<file path="src/hw/rtl/dfr_pkg.sv">
`default_nettype none
// ----------------------------------------------------------------------------
// dfr_pkg: shared types for the framed packet deframer
// Parse phases, register indexes, ack codes, result record and the
// CRC16-CCITT-FALSE byte update.
// ----------------------------------------------------------------------------
package dfr_pkg;

  localparam int unsigned ByteW = 8;
  localparam int unsigned CrcW  = 16;

  localparam logic [CrcW-1:0]  CrcInit = 16'hFFFF;
  localparam logic [CrcW-1:0]  CrcPoly = 16'h1021;

  // payload length each known command needs
  localparam logic [ByteW-1:0] LenMotorDrive = 8'd10;
  localparam logic [ByteW-1:0] LenShortCmd   = 8'd1;
  localparam logic [ByteW-1:0] LenPing       = 8'd0;

  // reset values of the configuration registers
  localparam logic [ByteW-1:0] RstStartFirst  = 8'hAA;
  localparam logic [ByteW-1:0] RstStartSecond = 8'h55;
  localparam logic [ByteW-1:0] RstIdDrive     = 8'd1;
  localparam logic [ByteW-1:0] RstIdEnable    = 8'd2;
  localparam logic [ByteW-1:0] RstIdEstop     = 8'd3;
  localparam logic [ByteW-1:0] RstIdPing      = 8'd4;
  localparam logic [ByteW-1:0] RstMaxLen      = 8'd255;

  typedef enum logic [2:0] {
    PH_SOF0    = 3'd0,
    PH_SOF1    = 3'd1,
    PH_MSG     = 3'd2,
    PH_LEN     = 3'd3,
    PH_PAYLOAD = 3'd4,
    PH_CRC_L   = 3'd5,
    PH_CRC_H   = 3'd6
  } phase_e;

  typedef enum logic [2:0] {
    CFG_START_FIRST  = 3'd0,
    CFG_START_SECOND = 3'd1,
    CFG_ID_DRIVE     = 3'd2,
    CFG_ID_ENABLE    = 3'd3,
    CFG_ID_ESTOP     = 3'd4,
    CFG_ID_PING      = 3'd5,
    CFG_MAX_LEN      = 3'd6
  } cfg_idx_e;

  typedef enum logic [1:0] {
    ACK_OK      = 2'd0,
    ACK_CRC_ERR = 2'd1,
    ACK_LEN_ERR = 2'd2,
    ACK_UNKNOWN = 2'd3
  } ack_code_e;

  typedef enum logic {
    KIND_PAYLOAD = 1'b0,
    KIND_VERDICT = 1'b1
  } item_kind_e;

  typedef struct packed {
    logic [ByteW-1:0] start_first;
    logic [ByteW-1:0] start_second;
    logic [ByteW-1:0] id_drive;
    logic [ByteW-1:0] id_enable;
    logic [ByteW-1:0] id_estop;
    logic [ByteW-1:0] id_ping;
    logic [ByteW-1:0] max_len;
  } cfg_t;

  typedef struct packed {
    item_kind_e       kind;
    logic [ByteW-1:0] payload_byte;
    logic [ByteW-1:0] msg_id;
    logic [ByteW-1:0] length;
    logic             crc_good;
    logic             accepted;
    logic             ack_wanted;
    ack_code_e        ack_code;
  } result_t;

  // MSB-first CRC16 update over one byte, unrolls to an XOR network
  function automatic logic [CrcW-1:0] crc_byte(input logic [CrcW-1:0] crc_in,
                                               input logic [ByteW-1:0] b);
    logic [CrcW-1:0] c;
    c = crc_in ^ {b, {(CrcW-ByteW){1'b0}}};
    for (int k = 0; k < ByteW; k++) begin
      if (c[CrcW-1]) begin
        c = {c[CrcW-2:0], 1'b0} ^ CrcPoly;
      end else begin
        c = {c[CrcW-2:0], 1'b0};
      end
    end
    return c;
  endfunction

endpackage
`default_nettype wire

</file>
<file path="src/hw/rtl/dfr_cfg_regs.sv">
`default_nettype none
// ----------------------------------------------------------------------------
// dfr_cfg_regs: configuration register file
// Start bytes, command ids and payload length limit, write only.
// ----------------------------------------------------------------------------
module dfr_cfg_regs (
  input  wire logic                    clk_i,
  input  wire logic                    rst_ni,
  input  wire logic                    cfg_we_i,
  input  wire logic [2:0]              cfg_index_i,
  input  wire logic [dfr_pkg::ByteW-1:0] cfg_wdata_i,
  output dfr_pkg::cfg_t                cfg_o
);

  dfr_pkg::cfg_t cfg_d, cfg_q;

  always_comb begin
    cfg_d = cfg_q;
    if (cfg_we_i) begin
      unique case (cfg_index_i)
        dfr_pkg::CFG_START_FIRST:  cfg_d.start_first  = cfg_wdata_i;
        dfr_pkg::CFG_START_SECOND: cfg_d.start_second = cfg_wdata_i;
        dfr_pkg::CFG_ID_DRIVE:     cfg_d.id_drive     = cfg_wdata_i;
        dfr_pkg::CFG_ID_ENABLE:    cfg_d.id_enable    = cfg_wdata_i;
        dfr_pkg::CFG_ID_ESTOP:     cfg_d.id_estop     = cfg_wdata_i;
        dfr_pkg::CFG_ID_PING:      cfg_d.id_ping      = cfg_wdata_i;
        dfr_pkg::CFG_MAX_LEN:      cfg_d.max_len      = cfg_wdata_i;
        default:                   cfg_d = cfg_q;
      endcase
    end
  end

  always_ff @(posedge clk_i or negedge rst_ni) begin
    if (!rst_ni) begin
      cfg_q.start_first  <= dfr_pkg::RstStartFirst;
      cfg_q.start_second <= dfr_pkg::RstStartSecond;
      cfg_q.id_drive     <= dfr_pkg::RstIdDrive;
      cfg_q.id_enable    <= dfr_pkg::RstIdEnable;
      cfg_q.id_estop     <= dfr_pkg::RstIdEstop;
      cfg_q.id_ping      <= dfr_pkg::RstIdPing;
      cfg_q.max_len      <= dfr_pkg::RstMaxLen;
    end else begin
      cfg_q <= cfg_d;
    end
  end

  assign cfg_o = cfg_q;

endmodule
`default_nettype wire

</file>
<file path="src/hw/rtl/dfr_in_reg.sv">
`default_nettype none
// ----------------------------------------------------------------------------
// dfr_in_reg: input byte register
// Holds one received byte until the parser consumes it.
// ----------------------------------------------------------------------------
module dfr_in_reg (
  input  wire logic                      clk_i,
  input  wire logic                      rst_ni,
  input  wire logic                      in_valid_i,
  output      logic                      in_stall_o,
  input  wire logic [dfr_pkg::ByteW-1:0] rx_byte_i,
  input  wire logic                      consume_i,
  output      logic                      valid_o,
  output      logic [dfr_pkg::ByteW-1:0] byte_o
);

  logic                      valid_d, valid_q;
  logic [dfr_pkg::ByteW-1:0] byte_q;
  logic                      load;

  // free when empty or when the held byte leaves this cycle
  assign in_stall_o = valid_q && !consume_i;
  assign load       = in_valid_i && !in_stall_o;
  assign valid_d    = load || (valid_q && !consume_i);

  always_ff @(posedge clk_i or negedge rst_ni) begin
    if (!rst_ni) begin
      valid_q <= 1'b0;
    end else begin
      valid_q <= valid_d;
    end
  end

  always_ff @(posedge clk_i) begin
    if (load) begin
      byte_q <= rx_byte_i;
    end
  end

  assign valid_o = valid_q;
  assign byte_o  = byte_q;

endmodule
`default_nettype wire

</file>
<file path="src/hw/rtl/dfr_parser.sv">
`default_nettype none
// ----------------------------------------------------------------------------
// dfr_parser: frame parser with running CRC
// One byte per step: start byte hunt, header, payload pass-through, CRC
// check and dispatch verdict.
// ----------------------------------------------------------------------------
module dfr_parser (
  input  wire logic                      clk_i,
  input  wire logic                      rst_ni,
  input  dfr_pkg::cfg_t                  cfg_i,
  input  wire logic                      step_i,
  input  wire logic [dfr_pkg::ByteW-1:0] byte_i,
  output      logic                      has_result_o,
  output dfr_pkg::result_t               result_o
);

  dfr_pkg::phase_e           phase_d, phase_q;
  logic [dfr_pkg::ByteW-1:0] msg_id_d, msg_id_q;
  logic [dfr_pkg::ByteW-1:0] length_d, length_q;
  logic [dfr_pkg::ByteW-1:0] count_d, count_q;
  logic [dfr_pkg::CrcW-1:0]  crc_d, crc_q;
  logic [dfr_pkg::ByteW-1:0] crc_low_d, crc_low_q;

  logic [dfr_pkg::CrcW-1:0]  crc_upd;
  logic [dfr_pkg::ByteW-1:0] count_inc;
  logic                      crc_match;

  assign crc_upd   = dfr_pkg::crc_byte(crc_q, byte_i);
  assign count_inc = count_q + 8'd1;
  assign crc_match = ({byte_i, crc_low_q} == crc_q);

  // next state
  always_comb begin
    phase_d   = phase_q;
    msg_id_d  = msg_id_q;
    length_d  = length_q;
    count_d   = count_q;
    crc_d     = crc_q;
    crc_low_d = crc_low_q;
    if (step_i) begin
      unique case (phase_q)
        dfr_pkg::PH_SOF0: begin
          if (byte_i == cfg_i.start_first) phase_d = dfr_pkg::PH_SOF1;
        end
        dfr_pkg::PH_SOF1: begin
          phase_d = (byte_i == cfg_i.start_second) ? dfr_pkg::PH_MSG : dfr_pkg::PH_SOF0;
        end
        dfr_pkg::PH_MSG: begin
          msg_id_d = byte_i;
          crc_d    = dfr_pkg::crc_byte(dfr_pkg::CrcInit, byte_i);
          phase_d  = dfr_pkg::PH_LEN;
        end
        dfr_pkg::PH_LEN: begin
          length_d = byte_i;
          if (byte_i > cfg_i.max_len) begin
            phase_d = dfr_pkg::PH_SOF0;
          end else begin
            crc_d   = crc_upd;
            count_d = '0;
            phase_d = (byte_i == dfr_pkg::LenPing) ? dfr_pkg::PH_CRC_L
                                                   : dfr_pkg::PH_PAYLOAD;
          end
        end
        dfr_pkg::PH_PAYLOAD: begin
          crc_d   = crc_upd;
          count_d = count_inc;
          if (count_inc >= length_q) phase_d = dfr_pkg::PH_CRC_L;
        end
        dfr_pkg::PH_CRC_L: begin
          crc_low_d = byte_i;
          phase_d   = dfr_pkg::PH_CRC_H;
        end
        dfr_pkg::PH_CRC_H: begin
          phase_d = dfr_pkg::PH_SOF0;
        end
        default: begin
          phase_d = dfr_pkg::PH_SOF0;
        end
      endcase
    end
  end

  // result for this byte
  always_comb begin
    has_result_o          = 1'b0;
    result_o.kind         = dfr_pkg::KIND_PAYLOAD;
    result_o.payload_byte = '0;
    result_o.msg_id       = msg_id_q;
    result_o.length       = length_q;
    result_o.crc_good     = 1'b0;
    result_o.accepted     = 1'b0;
    result_o.ack_wanted   = 1'b0;
    result_o.ack_code     = dfr_pkg::ACK_OK;
    if (phase_q == dfr_pkg::PH_PAYLOAD) begin
      has_result_o          = 1'b1;
      result_o.payload_byte = byte_i;
    end else if (phase_q == dfr_pkg::PH_CRC_H) begin
      has_result_o      = 1'b1;
      result_o.kind     = dfr_pkg::KIND_VERDICT;
      result_o.crc_good = crc_match;
      priority if (!crc_match) begin
        result_o.ack_wanted = 1'b1;
        result_o.ack_code   = dfr_pkg::ACK_CRC_ERR;
      end else if (msg_id_q == cfg_i.id_drive) begin
        if (length_q == dfr_pkg::LenMotorDrive) begin
          result_o.accepted = 1'b1;
        end else begin
          result_o.ack_wanted = 1'b1;
          result_o.ack_code   = dfr_pkg::ACK_LEN_ERR;
        end
      end else if (msg_id_q == cfg_i.id_enable || msg_id_q == cfg_i.id_estop) begin
        result_o.ack_wanted = 1'b1;
        if (length_q == dfr_pkg::LenShortCmd) begin
          result_o.accepted = 1'b1;
        end else begin
          result_o.ack_code = dfr_pkg::ACK_LEN_ERR;
        end
      end else if (msg_id_q == cfg_i.id_ping) begin
        // ping with a wrong length is rejected without an ack
        if (length_q == dfr_pkg::LenPing) begin
          result_o.accepted   = 1'b1;
          result_o.ack_wanted = 1'b1;
        end
      end else begin
        result_o.ack_wanted = 1'b1;
        result_o.ack_code   = dfr_pkg::ACK_UNKNOWN;
      end
    end
  end

  always_ff @(posedge clk_i or negedge rst_ni) begin
    if (!rst_ni) begin
      phase_q   <= dfr_pkg::PH_SOF0;
      msg_id_q  <= '0;
      length_q  <= '0;
      count_q   <= '0;
      crc_q     <= dfr_pkg::CrcInit;
      crc_low_q <= '0;
    end else begin
      phase_q   <= phase_d;
      msg_id_q  <= msg_id_d;
      length_q  <= length_d;
      count_q   <= count_d;
      crc_q     <= crc_d;
      crc_low_q <= crc_low_d;
    end
  end

endmodule
`default_nettype wire

</file>
<file path="src/hw/rtl/dfr_out_reg.sv">
`default_nettype none
// ----------------------------------------------------------------------------
// dfr_out_reg: result register
// Holds one result request until the downstream side takes it.
// ----------------------------------------------------------------------------
module dfr_out_reg (
  input  wire logic        clk_i,
  input  wire logic        rst_ni,
  input  wire logic        load_i,
  input  wire logic        has_result_i,
  input  dfr_pkg::result_t result_i,
  input  wire logic        out_stall_i,
  output      logic        out_valid_o,
  output      logic        free_o,
  output dfr_pkg::result_t result_o
);

  logic             valid_d, valid_q;
  dfr_pkg::result_t result_q;

  assign free_o = !valid_q || !out_stall_i;

  // load_i is only raised while free_o holds
  always_comb begin
    if (load_i) begin
      valid_d = has_result_i;
    end else begin
      valid_d = valid_q && out_stall_i;
    end
  end

  always_ff @(posedge clk_i or negedge rst_ni) begin
    if (!rst_ni) begin
      valid_q <= 1'b0;
    end else begin
      valid_q <= valid_d;
    end
  end

  always_ff @(posedge clk_i) begin
    if (load_i && has_result_i) begin
      result_q <= result_i;
    end
  end

  assign out_valid_o = valid_q;
  assign result_o    = result_q;

endmodule
`default_nettype wire

</file>
<file path="src/hw/rtl/framed_packet_deframer_crc16_top.sv">
`default_nettype none
// ----------------------------------------------------------------------------
// framed_packet_deframer_crc16_top: byte-stream deframer with CRC16 check
// Finds start bytes, checks CRC16-CCITT-FALSE over id, length and payload,
// passes payload bytes out and ends each frame with a dispatch verdict.
// ----------------------------------------------------------------------------
//   channel  handshake                payload
//   in       in_valid_i/in_stall_o    rx_byte_i
//   out      out_valid_o/out_stall_i  item_kind_o .. ack_code_o
//   cfg      cfg_we_i                 cfg_index_i, cfg_wdata_i
//
// One byte per cycle sustained while the output is not stalled. A byte is held in
// the input register, the parser steps on it and any result lands in the output
// register, so each result reaches the outputs through the input and output
// registers and is held there until taken. Reset clears all control state and
// loads the register defaults. An output stall holds the result and backs up
// through the input register within the same cycle.
// ----------------------------------------------------------------------------
module framed_packet_deframer_crc16_top (
  input  wire logic                      clk_i,
  input  wire logic                      rst_ni,
  input  wire logic                      cfg_we_i,
  input  wire logic [2:0]                cfg_index_i,
  input  wire logic [dfr_pkg::ByteW-1:0] cfg_wdata_i,
  input  wire logic                      in_valid_i,
  output      logic                      in_stall_o,
  input  wire logic [dfr_pkg::ByteW-1:0] rx_byte_i,
  output      logic                      out_valid_o,
  input  wire logic                      out_stall_i,
  output      logic                      item_kind_o,
  output      logic [dfr_pkg::ByteW-1:0] payload_byte_o,
  output      logic [dfr_pkg::ByteW-1:0] frame_msg_id_o,
  output      logic [dfr_pkg::ByteW-1:0] frame_length_o,
  output      logic                      crc_good_o,
  output      logic                      frame_accepted_o,
  output      logic                      ack_wanted_o,
  output      logic [1:0]                ack_code_o
);

  dfr_pkg::cfg_t             cfg;
  logic                      byte_valid;
  logic [dfr_pkg::ByteW-1:0] byte_q;
  logic                      out_free;
  logic                      step;
  logic                      has_result;
  dfr_pkg::result_t          result;
  dfr_pkg::result_t          result_q;

  assign step = byte_valid && out_free;

  dfr_cfg_regs u_cfg (
    .clk_i       (clk_i),
    .rst_ni      (rst_ni),
    .cfg_we_i    (cfg_we_i),
    .cfg_index_i (cfg_index_i),
    .cfg_wdata_i (cfg_wdata_i),
    .cfg_o       (cfg)
  );

  dfr_in_reg u_in (
    .clk_i      (clk_i),
    .rst_ni     (rst_ni),
    .in_valid_i (in_valid_i),
    .in_stall_o (in_stall_o),
    .rx_byte_i  (rx_byte_i),
    .consume_i  (step),
    .valid_o    (byte_valid),
    .byte_o     (byte_q)
  );

  dfr_parser u_parser (
    .clk_i        (clk_i),
    .rst_ni       (rst_ni),
    .cfg_i        (cfg),
    .step_i       (step),
    .byte_i       (byte_q),
    .has_result_o (has_result),
    .result_o     (result)
  );

  dfr_out_reg u_out (
    .clk_i        (clk_i),
    .rst_ni       (rst_ni),
    .load_i       (step),
    .has_result_i (has_result),
    .result_i     (result),
    .out_stall_i  (out_stall_i),
    .out_valid_o  (out_valid_o),
    .free_o       (out_free),
    .result_o     (result_q)
  );

  assign item_kind_o      = result_q.kind;
  assign payload_byte_o   = result_q.payload_byte;
  assign frame_msg_id_o   = result_q.msg_id;
  assign frame_length_o   = result_q.length;
  assign crc_good_o       = result_q.crc_good;
  assign frame_accepted_o = result_q.accepted;
  assign ack_wanted_o     = result_q.ack_wanted;
  assign ack_code_o       = result_q.ack_code;

endmodule
`default_nettype wire

</file>
<file path="config.mk">
export PLATFORM = sky130hd
export DESIGN_NAME = framed_packet_deframer_crc16_top
export DESIGN_NICKNAME = d
export VERILOG_FILES = /design/src/hw/rtl/dfr_pkg.sv /design/src/hw/rtl/dfr_cfg_regs.sv /design/src/hw/rtl/dfr_in_reg.sv /design/src/hw/rtl/dfr_parser.sv /design/src/hw/rtl/dfr_out_reg.sv /design/src/hw/rtl/framed_packet_deframer_crc16_top.sv
export SDC_FILE = /design/constraint.sdc
export NUM_CORES = 1
export LEC_CHECK = 0
export BUFFER_PORTS_ARGS = -buffer_cell sky130_fd_sc_hd__buf_2
export CAP_MARGIN = 5
export CORE_MARGIN = 8
export CORE_UTILIZATION = 38
export DETAILED_ROUTE_END_ITERATION = 10
export PLACE_DENSITY = 0.61
export RECOVER_POWER = 100
export SKIP_CTS_REPAIR_TIMING = 1
export SLEW_MARGIN = 15
export SYNTH_ARGS = -nofsm -noshare
export SYNTH_HDL_FRONTEND = slang
export SYNTH_SLANG_ARGS = --single-unit
</file>
<file path="constraint.sdc">
create_clock -name clk_i -period 4.4 [get_ports clk_i]
set_clock_uncertainty 0.05 [all_clocks]
set_input_delay 0.22 -clock clk_i [delete_from_list [all_inputs] [get_ports clk_i]]
set_output_delay 0.22 -clock clk_i [all_outputs]
set_load 0.02 [all_outputs]
</file>
* After elaboration in Yosys (flattened, before gate mapping)
Index checks and enable logic that the tools add are counted.
** Word-level totals
- Input port bits :: 24
- Logic and storage cells :: 159
- Output and inout port bits :: 32
- Flip-flop bits (word level) :: 147
** Operators by class
- Order comparisons :: 2
- Add/sub/neg operators :: 1
- Mux-type cells :: 54
- Bitwise gates (word level) :: 20
- Reduce and logical (&&, ||, !) cells :: 33
- Eq/ne operators :: 24
** Operators with widths (count)
- $mux W16 :: 15
- $mux W13 :: 16
- $eq A8 B8 Y1 :: 6
- $not A3 Y3 :: 16
- $pmux W16 S3 :: 1
- $reduce_and A2 Y1 :: 10
- $eq A3 B3 Y1 const B :: 6
- $pmux W3 S6 :: 1
- $eq A16 B16 Y1 :: 1
- $logic_not A8 Y1 :: 2
- $not A16 Y16 :: 1
- $pmux W8 S2 :: 1
- $xor A16 B16 Y16 :: 1
- $mux W3 :: 5
- $eq A3 B2 Y1 const B :: 4
- $reduce_and A3 Y1 :: 3
- $add A8 B1 Y8 const B :: 1
- $eq A8 B1 Y1 const B :: 1
- $eq A8 B4 Y1 const B :: 1
- $ge A8 B8 Y1 :: 1
- $gt A8 B8 Y1 :: 1
- $mux W1 :: 8
- $mux W2 :: 4
- $mux W4 :: 2
- 13 further kinds :: 26

* Longest topological paths before layout
- Depth after elaboration :: 32
- Depth in mapped cells :: 10
- Gate-level depth less buffers :: 9

* By module
A second synthesis with hierarchy kept.
** Second synthesis, totals
- Cells, all modules :: 620
- Area total of the unflattened synthesis :: 7554.7 sq um
** By module, submodules not included
- dfr_parser :: times used 1, sequential area each 1296.2 sq um, cells each 446, area an instance 4131.5 sq um
- dfr_cfg_regs :: times used 1, sequential area each 1427.6 sq um, cells each 126, area an instance 2173.3 sq um
- dfr_out_reg :: times used 1, sequential area each 925.9 sq um, cells each 34, area an instance 945.9 sq um
- dfr_in_reg :: times used 1, sequential area each 265.3 sq um, cells each 13, area an instance 297.8 sq um
- framed_packet_deframer_crc16_top :: times used 1, sequential area each 0.0 sq um, cells each 1, area an instance 6.3 sq um

* Least setup slack after synthesis
Ideal clock, no wire load.
- Kind :: reg-to-reg
- From :: register u_in.byte_q, in the netlist u_in.byte_o[0]
- To :: register u_parser.crc_q[3] in the netlist's numbering
- Arrival time :: 2.226 ns
- Clock period less this slack :: 2.358 ns
- Path buffers :: 2
- Required time :: 4.268 ns
- Setup slack :: 2.042 ns
- Cell stages (with the launch flop) :: 10
- Library setup time :: 0.082 ns
- Cell sequence :: edfxtp_1 -> clkbuf_1 -> inv_1 -> ha_1 -> nand4_1 -> or2_1 -> and3_4 -> a211oi_4 -> buf_6 -> mux2_2
** Between the ends
- Longest elaborated chain between the ends :: 3
** Ends and longest elaborated chain
- from (decl) :: line dfr_in_reg.sv:18 : logic [dfr_pkg::ByteW-1:0] byte_q;
- from (signal assigned) :: line dfr_in_reg.sv:36 : byte_q <= rx_byte_i;
- $gt A8 B8 Y1 :: line dfr_parser.sv:55 : if (byte_i > cfg_i.max_len) begin
- $ne A2 B2 Y1 (no line)
- $reduce_and A3 Y1 (no line)
- to (signal assigned) :: line dfr_parser.sv:137 : crc_q <= dfr_pkg::CrcInit;
- to (signal assigned) :: line dfr_parser.sv:144 : crc_q <= crc_d;
- to (decl) :: line dfr_parser.sv:21 : logic [dfr_pkg::CrcW-1:0] crc_d, crc_q;
No other way between the ends.
A chain may end at the register's enable or synchronous reset.

* Worst setup path in the final report
- From :: register u_parser.phase_q[0]
- To :: register u_parser.crc_q[9] in the netlist's numbering
** Between the ends
- Longest elaborated chain between the ends :: 3
- Elaborated cells on any way between the ends :: 7
- Those cells by class :: 4 x eq/ne; 1 x mux; 2 x reduce/logical
** Ends and longest elaborated chain
- from (decl) :: line dfr_parser.sv:17 : dfr_pkg::phase_e phase_d, phase_q;
- from (signal assigned) :: line dfr_parser.sv:133 : phase_q <= dfr_pkg::PH_SOF0;
- from (signal assigned) :: line dfr_parser.sv:140 : phase_q <= phase_d;
- $eq A3 B2 Y1 / $eq A3 B3 Y1 (equally long branches) :: line dfr_parser.sv:41 : unique case (phase_q)
- $ne A2 B2 Y1 (no line) / $reduce_bool A3 Y1 (equally long branches)
- $reduce_and A3 Y1 (no line)
Several ways; a longest one is shown, not always the timed one.

==> flow_summary.ini <==
[synthesis]
syn_inst = 602
async_reset_ff_share_pct = 74.1
synthesis.area_um2 = 7420
synthDistinctLibCells = 57
yosys.area_share.simple_pct = 9.26
synthTopCellsByArea = dfrtp_1 (24%), edfxtp_1 (15%), dfstp_2 (13%)
synthAdderAreaFrac_pct = 2.87
synth_compound_area_share_pct = 6.95
synthFlopType = dfrtp_1
synth-seq-cells = 147
synth-edff-count = 38
synth_top_family_by_area = XOR/XNOR gates
yosysWarnings = 0
synth-xor-area-share_pct = 12.8
seq_area_frac_synth_pct = 52.8
syn-num-nets = 643
synth_mux_area_share_pct = 12.3
avgSynthCellArea_um2 = 12.3
synth_top_area_share_pct = 24.3
synth.largest_area_cell = dfrtp_1

[setup_path]
start_kind = flip-flop
r2r_setup_slack_ns = 0.92
crit_start = u_parser.phase_q[0]$_DFFE_PN0P_
endpoint_kind = flip-flop
worstReg2RegEnd = u_parser.crc_q[9]$_DFFE_PN1P_
required_ns = 4.70
critPathMaxFanout = 19
worstSetupEndpoint = u_parser.crc_q[9]$_DFFE_PN1P_
worst-setup-path-type = flip-flop to flip-flop
r2r_cells = 7
timing.rr.start = u_parser.phase_q[0]$_DFFE_PN0P_
arrival_ns = 3.78

[final_layout]
fillers = 1778
final_util_pct = 43.8
nets = 698
drive_gt1_share_pct = 26.0
final_cell_mix = mux2_2 (77), dfrtp_1 (72), xnor2_1 (56), xor2_1 (52), nand2_1 (39)
syn2layout_area_growth_pct = 14.3
finalInstanceArea_um2 = 8480
diodes = 0
layout_commonest_cell = mux2_2
regArea_um2 = 3920
multi_input_area_um2 = 3230

[clocking]
cts_tree = done
htreeDepth = 4
clk_latency_ns = 0.42
cts_buffers = 17
clk_pin_slew_ns = 0.06
clkSinkCount = 147
root_buffer = clkbuf_16
max-clock-path-buffers = 2

[timing]
fin_crit_ns = 3.48
tightestPinTransition_ns = 1.74
slew_violations = 72
setup_viol = 0
whs_ns = 0.00745
fin_tns_setup_ns = 0
fin_crit_sh_pct = 79.2
finalHoldViolCount = 0
slew_headroom_pct = -15.9
fmax_ghz = 0.287
rsz0062_at_grt = no

[global_routing]
grt_antenna_before_repair = 0
grt_pass1_vias = 4961
grt_use_total_pct = 14.6
grt_start_max_net_pins = 72
gr-total-overflow = 0
grt_pass1_wl_mm = 27.1

[power_and_ir_drop]
p_per_area_nw_per_um2 = 463
vdd_drop_max_v = 0.000299
leakage_nw = 3.49

[detailed_routing]
met2_length_mm = 8.16
firstDrtPassIters = 4
wl_mm = 17.1
wl_met1_mm = 7.70
drt_iter0_drc = 292
vias = 4768
top_layer = met4
drc = 0
vias_per_cell = 5.10
drtAntennaViolNets = 0
wl_per_cell_um = 18.3
met3_length_um = 919

[place]
globalplace.congestion = 0.841
dp_hpwl_mm = 12.1
place_area_um2 = 7890
portBuffers = 55

[min_path]
hold_class = input pin to flip-flop

[floorplan]
fp.dieW_um = 156
coreArea_um2 = 19300
die_area_um2 = 24200
die_h_um = 156
start_util_pct = 38.4
rows = 51
top_level_ports = 56

[outcome]
outcome = finished, violations left
violations = max-capacitance violations, max-slew violations

[job]
maxCapViolations = 1
worst min path at each step:
stage | start | endpoint | cells past startpoint
5_1_grt | out_stall_i | u_out.out_valid_o$_DFF_PN0_ | 3
3_3_place_gp | rst_ni | u_cfg.cfg_o[52]$_DFFE_PN0P_ | 1
4_1_cts | rst_ni | u_cfg.cfg_o[52]$_DFFE_PN0P_ | 1
6_report | out_stall_i | u_out.out_valid_o$_DFF_PN0_ | 3
3_5_place_dp | rst_ni | u_cfg.cfg_o[50]$_DFFE_PN0P_ | 1
2_1_floorplan | rst_ni | u_cfg.cfg_o[11]$_DFFE_PN0P_ | 0
cell usage after synthesis (10+ instances only):
cell,number
a21oi_1,21
and2_1,10
buf_2,20
dfrtp_1,72
dfstp_2,37
edfxtp_1,38
ha_1,17
inv_1,19
mux2_2,79
nand2_1,39
nand4_1,11
nor2_1,12
nor4_1,13
o21ai_0,15
xnor2_1,56
xor2_1,52
where the power goes:
part | switching [mW] | internal [mW] | leakage [nW]
logic | 0.298 | 0.357 | 1.54
registers | 0.214 | 1.63 | 1.66
clock network | 0.589 | 0.839 | 0.279
per-layer routing:
layer,up-vias,track usage (%)
met5,-,0
met4,0,6.33
met3,23,3.35
met2,121,23.2
met1,2390,18.7
li1,2234,-
registers in the layout, summed over array words and instances (netlist names):
name,flops
u_cfg.cfg_o,56
u_in.byte_o,8
u_in.valid_o,1
u_out.out_valid_o,1
u_out.result_o,30
u_parser.count_q,8
u_parser.crc_low_q,8
u_parser.crc_q,16
u_parser.length_q,8
u_parser.msg_id_q,8
u_parser.phase_q,3
critical path, cell delays in order, from the launching register on:
cell      delay [ns]
dfrtp_1         0.53
nand2b_1        0.23
nor2_1          0.94
o21ai_0         0.32
a211oi_4        0.85
clkbuf_1        0.28
nor2_1          0.07
a21oi_1         0.14
final cells by class:
cell class | count | area share (%)
multi-input combinational | 404 | 38.1
tap | 265 | 3.91
sequential | 147 | 46.2
clock buffer | 17 | 5.02
timing repair buffer | 68 | 4.10
clock inverter | 15 | 1.85
inverter | 19 | 0.841
stage by stage:
stage                     worst slack (ns)  std cells  total power, mW
after CTS                             1.37        925             3.96
after global placement                1.50        893             2.49
after floorplan                       2.04        602             2.33
after detailed placement              1.39        893             2.53
after global routing                 0.651        935             4.09
final                                0.916        935             3.92
cell families (layout without fill, tap and decap cells):
family / count (synthesis) / after routing
compound gates: 73 / 73
xor+xnor: 108 / 108
fa+ha+maj: 17 / 17
buf+inv: 51 / 119
flops: 147 / 147
mux: 81 / 81
simple gates: 125 / 125
(Power assumes the default switching activity.)
